$ cat config.mk
export PLATFORM = sky130hd
export DESIGN_NAME = lps_minmax
export DESIGN_NICKNAME = d
export VERILOG_FILES = /design/src/rtl/lps_pkg.sv /design/src/rtl/lps_minmax.sv
export SDC_FILE = /design/constraint.sdc
export NUM_CORES = 1
export LEC_CHECK = 0
export ABC_CLOCK_PERIOD_IN_PS = 1850
export BUFFER_PORTS_ARGS = -buffer_cell sky130_fd_sc_hd__buf_2
export CAP_MARGIN = 40
export CORE_UTILIZATION = 47
export CTS_CLUSTER_DIAMETER = 80
export DETAILED_ROUTE_END_ITERATION = 16
export PLACE_DENSITY = 0.84
export SYNTH_ARGS = -nofsm -noshare
export SYNTH_HDL_FRONTEND = slang
export SYNTH_SLANG_ARGS = --single-unit
$ cat constraint.sdc
create_clock -name clk -period 1.85 [get_ports clk]
set_clock_uncertainty 0.1 [all_clocks]
set_input_delay 0.2775 -clock clk [delete_from_list [all_inputs] [get_ports clk]]
set_output_delay 0.2775 -clock clk [all_outputs]
set_load 0.02 [all_outputs]
$ cat src/rtl/lps_pkg.sv
`default_nettype none
// ----------------------------------------------------------------------------
// lps_pkg
// Shared types, action codes and statistic index map for the lidar point
// statistics unit.
// ----------------------------------------------------------------------------
package lps_pkg;

	localparam int LPS_COUNT_WIDTH = 32;
	localparam int LPS_CLASS_BINS  = 32;
	localparam int LPS_RETURN_BINS = 8;
	localparam int LPS_FLAG_COUNTS = 3;
	localparam int LPS_STAT_WIDTH  = 64;

	// action codes
	localparam logic [1:0] ACT_CLEAR = 2'd0;
	localparam logic [1:0] ACT_ACCUM = 2'd1;
	localparam logic [1:0] ACT_READ  = 2'd2;

	// statistic index map
	localparam logic [6:0] IDX_COUNT      = 7'd0;
	localparam logic [6:0] IDX_COORD_BASE = 7'd1;
	localparam logic [6:0] IDX_COORD_LAST = 7'd6;
	localparam logic [6:0] IDX_INT_BASE   = 7'd7;
	localparam logic [6:0] IDX_INT_LAST   = 7'd8;
	localparam logic [6:0] IDX_TIME_BASE  = 7'd9;
	localparam logic [6:0] IDX_TIME_LAST  = 7'd10;
	localparam logic [6:0] IDX_SMALL_LAST = 7'd24;
	localparam logic [6:0] IDX_RET_BASE   = 7'd25;
	localparam logic [6:0] IDX_RET_LAST   = 7'd32;
	localparam logic [6:0] IDX_PULSE_BASE = 7'd33;
	localparam logic [6:0] IDX_PULSE_LAST = 7'd40;
	localparam logic [6:0] IDX_CLASS_BASE = 7'd41;
	localparam logic [6:0] IDX_CLASS_LAST = 7'd72;
	localparam logic [6:0] IDX_FLAG_BASE  = 7'd73;
	localparam logic [6:0] IDX_FLAG_LAST  = 7'd75;

	// attribute slot of the scan angle among the small attributes
	localparam logic [2:0] ATTR_ANGLE_RANK = 3'd5;

	// update control for one min/max tracker
	typedef struct packed {
		logic clr;
		logic upd;
		logic seed;
	} lps_ctl_t;

endpackage
`default_nettype wire

$ cat src/rtl/lps_minmax.sv
`default_nettype none
// ----------------------------------------------------------------------------
// lps_minmax
// Running minimum and maximum of one attribute; the first update seeds both.
// ----------------------------------------------------------------------------
module lps_minmax import lps_pkg::*; #(
	parameter int W         = 8,
	parameter bit IS_SIGNED = 1'b0
) (
	input  logic         clk,
	input  logic         arst_n,
	input  lps_ctl_t     ctl,
	input  logic [W-1:0] val,
	output logic [W-1:0] min_q,
	output logic [W-1:0] max_q
);

	// flip the sign bit so one unsigned compare serves both kinds
	localparam logic [W-1:0] BIAS = IS_SIGNED ? (W'(1) << (W - 1)) : '0;

	logic [W-1:0] key;
	logic         below_min;
	logic         above_max;

	assign key       = val ^ BIAS;
	assign below_min = key < (min_q ^ BIAS);
	assign above_max = key > (max_q ^ BIAS);

	always_ff @(posedge clk or negedge arst_n) begin
		if (!arst_n) begin
			min_q <= '0;
			max_q <= '0;
		end else if (ctl.clr) begin
			min_q <= '0;
			max_q <= '0;
		end else if (ctl.upd) begin
			if (ctl.seed || below_min) begin
				min_q <= val;
			end
			if (ctl.seed || above_max) begin
				max_q <= val;
			end
		end
	end

endmodule
`default_nettype wire

==> metrics <==
status=finished with violations; failing checks=negative setup slack; Crit Reg-Reg Startpoint=min_q[5]$_DFFE_PN0P_; worst min-delay path category=input port to flop; Max Slew Vio Count=0; CTS tree=done; Worst R2R End=min_q[3]$_DFFE_PN0P_; TritonRoute pass-1 iters=4; register area share after synthesis=34.4%; Layout Cell Area excl Fill=1810 sq um; Min Clock Period, post-route=2040 ps; CTS Buf Count=3; period utilization=110%; Final setup viols=16; Worst Setup SP=min_q[5]$_DFFE_PN0P_; total power=1.08 mW; Worst slew margin=62.0%; antenna violations before repair=0; number of placement rows=17; drt drc=0; CP Class=flop to flop; most frequent cell after synthesis=dfrtp_1; synth unique cells=33; Initial Util=51.1%; Worst setup EP type=flop; final wirelength=4200 microns; Avg Synthesized Cell Area=9.30 sq um; startpoint type of the worst setup path=flop; worst-case clock buffer depth=2; num ports=29; placed cell area=1520 sq um; die area=2680 sq um; final count of hold timing violations=0; drt wl/cell=19.9 microns; Die Y=51.7 microns; vias after detailed routing=1296; WHS=251 ps; GP Congestion=0.888; grt total ovfl=0; CP Capture Point=min_q[3]$_DFFE_PN0P_; setup repair after global routing missed its margin=true; Final ANT Viol Nets=0; Slew @ Worst Pin=570 ps; critical path arrival=2080 ps; leakage power=0.808 nW; post-synth top area share=34.4%; worst r2r path cells=6; largest net degree at the start of global routing=17; top_reg_cell synth=dfrtp_1; reg2reg setup slack=-190 ps; Final Util=79.7%; post-route setup TNS=-1710 ps; Final nets=212; share of cells above drive strength 1=57.4%; Area Overhead vs Synth=56.0%; peak supply drop=0.542 mV; maxcap violations=0; syn nets=153; # fillers=125; top cells by area, synth=dfrtp_1 (34%), ha_1 (16%), inv_1 (4.8%); setup ws final=-190 ps; Final HPWL DP=2480 microns; FF+latch count, synth=16; number of synthesized flops with an enable pin=0; required time of the critical path=1890 ps; GR Util All Layers=30.2%; CTS clk-pin slew, worst paths=110 ps; f_max=490 MHz; die width=51.7 microns; Power Density=597 nW/um^2; Syn Std Cell Area=1160 sq um; area leader, netlist=dfrtp_1; Sink Count=16; final non-filler cell total=211; H-Tree Level Count=1; Core Area=2280 sq um; CP Max Fanout=6; DR iter-0 viols=87; CTS root buffer=clkbuf_4; dpl cells=197; first-pass GRT wire length=5800 microns; Post-Syn Instances=125; vias per inst=6.14; count of buffers from port buffering=28; Place WS=-156 ps; vias in the first global route=1245; top post-synthesis cells by count=dfrtp_1 (16), ha_1 (15), inv_1 (15), nand2_1 (14); final antenna diode count=0; clk_lat worst skew=290 ps; ys async rst share=100%; Synth Warn #=0
## report_power, final
part | switching, mW | internal, mW
Clock | 0.119 | 0.0836
Sequential | 0.0210 | 0.378
Combinational | 0.263 | 0.216
## flip-flops by register name (all words and copies together) (netlist names)
signal  cells
max_q       8
min_q       8
## what timing repair did
action	CTS	global route
buffers inserted	6	4
endpoints found under the hold margin	16	0
endpoints found under the setup margin	16	16
hold buffers	1	0
pin swaps	16	9
gates resized for setup	15	19
## layout make-up
cell class,instances,area [sq um],share of cell area (%)
Multi-Input combinational cell,92,932,51.4
Sequential cell,16,410,22.6
Timing Repair Buffer,56,353,19.5
Inverter,15,56.3,3.11
Tap cell,28,35.0,1.93
Clock buffer,4,26.3,1.45
## per-layer routing
metal	routed length, microns	GRT usage, %	vias to the layer above
met5	0	0	-
met4	164	16.2	0
met3	295	3.51	18
met2	1940	49.4	77
met1	1800	38.8	623
li1	-	-	578
## worst max-delay path: stages, from the launching register on
cell and delay, ps:
dfrtp_2 430, inv_2 80, ha_4 190, and3_4 170
a221o_1 370, a311oi_4 380, o22ai_1 160
## layout by cell type (no fill, tap or decap), types with 2 or more instances in the layout
cell type | synthesis | final
dfrtp_2 | 0 | 8
nand2b_1 | 7 | 7
o211ai_1 | 3 | 3
inv_2 | 0 | 9
buf_4 | 0 | 27
mux2i_1 | 3 | 3
nand4_1 | 3 | 3
o22ai_1 | 6 | 6
o2bb2ai_2 | 0 | 3
o21a_1 | 2 | 2
dfrtp_1 | 16 | 8
buf_2 | 0 | 28
nand2_1 | 14 | 14
o21ai_2 | 0 | 2
nor2_1 | 3 | 2
inv_1 | 15 | 6
ha_1 | 15 | 6
nand3b_1 | 2 | 2
ha_4 | 0 | 9
a21oi_2 | 0 | 3
a32o_1 | 2 | 2
a21oi_1 | 7 | 3
clkbuf_4 | 0 | 3
## logic make-up after synthesis
group	synth area share, %
DFF	34.4
and+or+nand+nor	17.0
muxes	2.58
AOI/OAI and AO/OA	24.3
buffers and inverters	5.49
adders and majority gates	16.1
## how the worst min path moves through the flow
stage,endpoint,slack (ps),from,cells after the start
2_1_floorplan,max_q[0]$_DFFE_PN0P_,-120,arst_n,0
3_3_place_gp,max_q[1]$_DFFE_PN0P_,110,arst_n,1
3_5_place_dp,min_q[0]$_DFFE_PN0P_,110,arst_n,1
4_1_cts,max_q[6]$_DFFE_PN0P_,210,val[6],3
5_1_grt,max_q[6]$_DFFE_PN0P_,240,val[6],3
6_report,max_q[6]$_DFFE_PN0P_,250,val[6],3
Power figures use the tool's default switching activity.
