**src/rtl/lps_pkg.sv**
```systemverilog
`default_nettype none
// ----------------------------------------------------------------------------
// lps_pkg
// Shared types, action codes and statistic index map for the lidar point
// statistics unit.
// ----------------------------------------------------------------------------
package lps_pkg;

	localparam int LPS_COUNT_WIDTH = 32;
	localparam int LPS_CLASS_BINS  = 32;
	localparam int LPS_RETURN_BINS = 8;
	localparam int LPS_FLAG_COUNTS = 3;
	localparam int LPS_STAT_WIDTH  = 64;

	// action codes
	localparam logic [1:0] ACT_CLEAR = 2'd0;
	localparam logic [1:0] ACT_ACCUM = 2'd1;
	localparam logic [1:0] ACT_READ  = 2'd2;

	// statistic index map
	localparam logic [6:0] IDX_COUNT      = 7'd0;
	localparam logic [6:0] IDX_COORD_BASE = 7'd1;
	localparam logic [6:0] IDX_COORD_LAST = 7'd6;
	localparam logic [6:0] IDX_INT_BASE   = 7'd7;
	localparam logic [6:0] IDX_INT_LAST   = 7'd8;
	localparam logic [6:0] IDX_TIME_BASE  = 7'd9;
	localparam logic [6:0] IDX_TIME_LAST  = 7'd10;
	localparam logic [6:0] IDX_SMALL_LAST = 7'd24;
	localparam logic [6:0] IDX_RET_BASE   = 7'd25;
	localparam logic [6:0] IDX_RET_LAST   = 7'd32;
	localparam logic [6:0] IDX_PULSE_BASE = 7'd33;
	localparam logic [6:0] IDX_PULSE_LAST = 7'd40;
	localparam logic [6:0] IDX_CLASS_BASE = 7'd41;
	localparam logic [6:0] IDX_CLASS_LAST = 7'd72;
	localparam logic [6:0] IDX_FLAG_BASE  = 7'd73;
	localparam logic [6:0] IDX_FLAG_LAST  = 7'd75;

	// attribute slot of the scan angle among the small attributes
	localparam logic [2:0] ATTR_ANGLE_RANK = 3'd5;

	// update control for one min/max tracker
	typedef struct packed {
		logic clr;
		logic upd;
		logic seed;
	} lps_ctl_t;

endpackage
`default_nettype wire

```
**src/rtl/lps_sat_cnt.sv**
```systemverilog
`default_nettype none
// ----------------------------------------------------------------------------
// lps_sat_cnt
// Saturating event counter with synchronous clear.
// ----------------------------------------------------------------------------
module lps_sat_cnt import lps_pkg::*; #(
	parameter int CW = LPS_COUNT_WIDTH
) (
	input  logic          clk,
	input  logic          arst_n,
	input  logic          clr,
	input  logic          inc,
	output logic [CW-1:0] cnt_q
);

	always_ff @(posedge clk or negedge arst_n) begin
		if (!arst_n) begin
			cnt_q <= '0;
		end else if (clr) begin
			cnt_q <= '0;
		end else if (inc && !(&cnt_q)) begin
			cnt_q <= cnt_q + CW'(1);
		end
	end

endmodule
`default_nettype wire

```
**config.mk**
```make
export PLATFORM = sky130hd
export DESIGN_NAME = lps_sat_cnt
export DESIGN_NICKNAME = d
export VERILOG_FILES = /design/src/rtl/lps_pkg.sv /design/src/rtl/lps_sat_cnt.sv
export SDC_FILE = /design/constraint.sdc
export NUM_CORES = 1
export LEC_CHECK = 0
export ABC_CLOCK_PERIOD_IN_PS = 2600
export BUFFER_PORTS_ARGS = -buffer_cell sky130_fd_sc_hd__buf_2
export CORE_MARGIN = 1
export CORE_UTILIZATION = 50
export DETAILED_ROUTE_END_ITERATION = 8
export PLACE_DENSITY = 0.73
export REMOVE_ABC_BUFFERS = 1
export SLEW_MARGIN = 10
export SYNTH_ARGS = -nofsm -noshare
export SYNTH_HDL_FRONTEND = slang
export SYNTH_SLANG_ARGS = --single-unit
```
**constraint.sdc**
```tcl
create_clock -name clk -period 2.6 [get_ports clk]
set_input_delay 0.26 -clock clk [delete_from_list [all_inputs] [get_ports clk]]
set_output_delay 0.26 -clock clk [all_outputs]
set_load 0.01 [all_outputs]
```
==> results of run 1 <==
[power by group through the flow]
stage	combinational (mW)	sequential (mW)	clock [mW]
5_1_grt	0.0551	0.505	0.422
2_1_floorplan	0.0163	0.515	0
3_5_place_dp	0.0485	0.514	0
3_3_place_gp	0.0468	0.514	0
4_1_cts	0.0488	0.505	0.402
6_report	0.0474	0.505	0.393
[critical path: stages (launching register included)]
cell and delay (ns):
dfrtp_1 0.43, nand3_1 0.29, nor4_1 0.40, nand2_2 0.27, nor4_1 0.39, mux2_4 0.33
[worst paths after layout]
path / endpoint / slack, ns / from / cells past startpoint
worst max-delay path: cnt_q[25] / 0.38 / cnt_q[2] / 5
worst min-delay path: cnt_q[28] / 0.02 / arst_n / 1
worst max register to register: cnt_q[25] / 0.38 / cnt_q[2] / 5
worst min register to register: cnt_q[30] / 0.58 / cnt_q[30] / 2
max in group asynchronous: cnt_q[15] / 2.13 / arst_n / 1
min in group clk: cnt_q[2] / 0.46 / inc / 4
[metal layers]
layer | track usage, % | wire, microns | vias up
met2 | 39.1 | 2080 | 46
met3 | 4.53 | 171 | 8
met4 | 9.88 | 57 | 0
li1 | - | - | 801
met1 | 32.2 | 1910 | 824
met5 | 0 | 0 | -
[cell usage in the layout, fill, tap and decap left out, types with 3 or more instances in the layout]
cell and instances:
or4_1 14, nor4_1 3, o21ai_0 5, and4_1 3, nor2_1 12, clkbuf_8 6, or3_1 8, o21ai_1 4
a21oi_1 18, inv_1 6, dfrtp_1 32, xor2_1 6, nand4_4 3, and3_1 6, o2111ai_1 4, o31ai_1 10
nand3_1 8, nand2_1 15, buf_2 35
[final cells by class]
cell class,count,area (sq um),area share (%)
Multi-Input combinational cell,144,991,46.0
Timing Repair Buffer,37,190,8.84
Inverter,6,22.5,1.05
Sequential cell,32,801,37.2
Clock buffer,8,90.1,4.19
Tap cell,46,57.6,2.67
[cells by family (layout without fill, tap and decap cells)]
kind of cell    after synthesis  in the layout  share of synthesized area (%)
compound gates               47             47                           16.8
xor+xnor                      8              8                           3.76
fa+ha+maj                     1              1                          0.671
buf+inv                      14             51                           4.09
flops                        32             32                           42.9
mux                           2              2                           1.34
simple gates                 86             86                           30.4
[per-stage QoR]
stage	setup slack (ns)	cell area, sq um	setup TNS [ns]	std cells
after CTS	0.330	2150	0	273
final	0.382	2150	0	273
after floorplan	-0.0323	1810	-0.0323	182
after global placement	0.454	2060	0	265
after global routing	0.161	2150	0	273
after detailed placement	0.338	2060	0	265
[what timing repair did]
action	4_1_cts	5_1_grt
setup endpoints to repair	0	1
resized for setup	0	1
endpoints found under the hold margin	0	0
hold buffers	0	0
==> flow_summary.ini, run 1 <==
[worst_hold_path]
hold_class = in -> async

[floorplanning]
ios = 36
num_rows = 21
dieArea_sq_um = 3980
core_sq_um = 3440
start_util_pct = 54.2
die_x_microns = 63.1
die_h_microns = 63.1

[detailed_routing]
firstDrtPassIters = 4
final_antenna_net_count = 0
drt_iter0_drc = 106
avgViaCountPerCell = 6.15
postRouteWirelength_mm = 4.22
wl_per_cell_microns = 15.5
drc = 0
dr_total_vias = 1679

[pwr]
combPwrFrac_pct = 5.0
seq_power_share_pct = 53.4
sw_frac_of_total_pct = 22.9
leakage_nw = 0.995
clkPwrFrac_pct = 41.6
intPower_uw = 729
p_sw_uw = 216
max-vdd-ir-drop_mv = 0.279
total_power_uw = 946
p_per_area_nw_per_um2 = 439

[setup_path]
path_class = reg -> reg
required_ns = 2.77
worstPathMaxFanout = 17
arrival_ns = 2.39
endpoint_kind = flop
cp-start-kind = flop

[yosys]
ys_seq_area_share_pct = 42.9
synth_enable_flop_cells = 0
synth_seq_cells = 32
async_reset_ff_share_pct = 100
syn-cell-area_sq_um = 1870
synth_area_leaders = dfrtp_1 (43%), or4_1 (5.6%), a21oi_1 (4.8%)
synthFlopType = dfrtp_1
synthTopCellsByCount = dfrtp_1 (32), a21oi_1 (18), nand2_1 (16)
syn_inst = 190
netlist.top_cell.by_area = dfrtp_1
synth_warnings = 0
synth.most_common_cell = dfrtp_1
synth.top_cell.area_share_pct = 42.9
synth_cell_types = 39
synth_area_per_cell_sq_um = 9.82

[place]
dpl.hpwl_mm = 2.92
place_congestion = 0.815
portBuffers = 35

[layout]
num_antenna_cells = 0
largest_reg_flops = 32
n_fill_cell = 320
drive_gt1_share_pct = 24.2
reg_top3 = cnt_q: 32 flops
nets = 231
syn_to_final_growth_pct = 15.4
utilization_pct = 62.5
largest-register = cnt_q

[clock_tree]
cts_tree = built
ctsRootBufferMaster = clkbuf_8
clk_pin_slew_worst_paths_ns = 0.07
postCtsSetupBuffers = 0
worstSkewPairLatency_ns = 0.29
cts_buffers = 5
ctsHtreeMaxLevel = 2
cts_buffer_depth = 2
clock-sinks = 32

[global_route]
grt_start_max_net_pins = 35
grt_pass1_wl_mm = 7.57
grt_usage_pct = 24.4
grt_overflow_total = 0
antenna_found_initial = 0
grt_pass1_vias = 1627

[job]
maxCapViolations = 0

[sta]
finalHoldViolCount = 0
fmax_mhz = 451
hold_slack_ns = 0.0181
drv_slew = 0
period_minus_slack_ns = 2.22
setup_viol_count_final = 0
worst_clock_skew_ns = 0.00813
relSlewSlack_pct = 53.0
period_share_pct = 85.3
worst_pin_slew_ns = 0.704
rsz0062_at_grt = false

[run_status]
outcome = finished clean
Note: power is estimated with default switching activity, not from simulation.
==> inputs of run 2 (changes only) <==
--- a/config.mk
+++ b/config.mk
@@ -8,9 +8,9 @@
 export ABC_CLOCK_PERIOD_IN_PS = 2600
 export BUFFER_PORTS_ARGS = -buffer_cell sky130_fd_sc_hd__buf_2
 export CORE_MARGIN = 1
-export CORE_UTILIZATION = 50
+export CORE_UTILIZATION = 29
+export CTS_CLUSTER_DIAMETER = 80
 export DETAILED_ROUTE_END_ITERATION = 8
-export PLACE_DENSITY = 0.73
 export REMOVE_ABC_BUFFERS = 1
 export SLEW_MARGIN = 10
 export SYNTH_ARGS = -nofsm -noshare
==> flow_summary.ini, run 2 (synthesis gave the netlist of run 1 again) <==
[setup_path]
cpPeakStageDelay_ns = 0.50
cp-endpoint = cnt_q[25]
endpoint_kind = flop
crit_start = cnt_q[3]
path_class = reg -> reg
worstPathMaxFanout = 17
required_ns = 2.78
cp-start-kind = flop
r2r_cells = 5
crit_slowest_cell = nor4_1
worstPathCellList = nand4_4 -> nor4_1 -> nand2_1 -> nor4_1 -> mux2_4
r2r_slack_ns = 0.20
crit-reg2reg-launch = cnt_q[3]
arrival_ns = 2.58
crit_top_cell = nor4_1
rr_endpoint = cnt_q[25]

[place]
place_ws_ns = 0.257
placed_area_sq_um = 2120
dp_cells = 297
portBuffers = 35
dpl.hpwl_mm = 3.19
place_congestion = 0.764

[job]
maxCapViolations = 0

[floorplanning]
start_util_pct = 30.8
ios = 36
num_rows = 28
core_sq_um = 6060
die_h_microns = 82.2
dieArea_sq_um = 6760
die_x_microns = 82.2

[layout]
most-common-layout-cells = buf_2 (35), dfrtp_1 (32), a21oi_1 (18), nand2_1 (16), or4_1 (14)
final_common_cell = buf_2
num_antenna_cells = 0
nets = 234
largest-register = cnt_q
syn_to_final_growth_pct = 17.7
instances_no_fill = 304
reg_top3 = cnt_q: 32 flops
finish.instance_area_sq_um = 2200
largest_reg_flops = 32
drive_gt1_share_pct = 24.9

[sta]
relSlewSlack_pct = 51.8
worst_pin_slew_ns = 0.724
period_share_pct = 92.3
setup_viol_count_final = 0
worst_clock_skew_ns = 0.00423
drv_slew = 0
rsz0062_at_grt = false
finalHoldViolCount = 0
worst_slack_ns = 0.200
fmax_mhz = 417
period_minus_slack_ns = 2.40

[global_route]
grt_usage_pct = 14.9
grt_pass1_vias = 1553
grt_pass1_wl_mm = 7.51
antenna_found_initial = 0
grt_overflow_total = 0
grt_start_max_net_pins = 35

[detailed_routing]
wl_per_cell_microns = 14.8
postRouteWirelength_mm = 4.49
final_antenna_net_count = 0
avgViaCountPerCell = 5.39
drt_iter0_drc = 53
drc = 0
dr_total_vias = 1639
firstDrtPassIters = 4

[clock_tree]
clk_pin_slew_worst_paths_ns = 0.07
cts_tree = built
holdBufCountCts = 0
ctsRootBufferMaster = clkbuf_8
ctsHtreeMaxLevel = 2
worstSkewPairLatency_ns = 0.29
cts_buffer_depth = 2
post_cts_resized = 0
cts_buffers = 5
clock-sinks = 32
postCtsSetupBuffers = 0

[pwr]
p_per_area_nw_per_um2 = 422
leakage_nw = 1.00
max-vdd-ir-drop_mv = 0.164

[run_status]
outcome = finished clean

[worst_hold_path]
hold_class = in -> async
==> run 2: cell type report <==
class                           count  area, sq um
Multi-Input combinational cell    144          988
Tap cell                           75         93.8
Clock inverter                      1         5.00
Inverter                            6         22.5
Fill cell                         651         3860
Sequential cell                    32          801
Timing Repair Buffer               40          213
Clock buffer                        6         72.6
==> run 2: per-stage QoR <==
step | total power, mW | setup TNS, ns | util, % | hold WS [ns]
5_1_grt | 0.967 | 0 | 36.2 | 0.0897
6_report | 0.926 | 0 | 36.2 | 0.0217
3_3_place_gp | 0.564 | 0 | 35.0 | 0.365
4_1_cts | 0.940 | 0 | 36.2 | 0.0474
2_1_floorplan | 0.532 | -0.0323 | - | -0.0356
3_5_place_dp | 0.565 | 0 | 35.0 | 0.368
==> run 2: where the power goes <==
part           leakage, nW  internal, mW  total, mW  switching, mW
sequential           0.446         0.501      0.505        0.00391
clock               0.0410         0.182      0.371          0.190
combinational        0.517        0.0134     0.0498         0.0363
==> run 2: worst max-delay path: cells and delay by family, from the launching register on <==
kind / cells / cell delay [ns]
flops: 1 / 0.49
simple gates: 4 / 1.46
mux: 1 / 0.34
==> run 2: how the worst min path moves through the flow <==
stage / start / endpoint / slack [ns] / cells past startpoint
after global routing: arst_n / cnt_q[28] / 0.09 / 1
after floorplan: arst_n / cnt_q[0] / -0.04 / 0
after detailed placement: arst_n / cnt_q[28] / 0.37 / 1
after CTS: arst_n / cnt_q[28] / 0.05 / 1
after global placement: arst_n / cnt_q[28] / 0.36 / 1
final: arst_n / cnt_q[26] / 0.02 / 1
==> run 2: metal layers <==
metal,share of wire (%),track usage (%)
met1,48,19.4
met2,45,23.2
met3,4.5,3.41
met4,2.3,7.37
met5,0,0
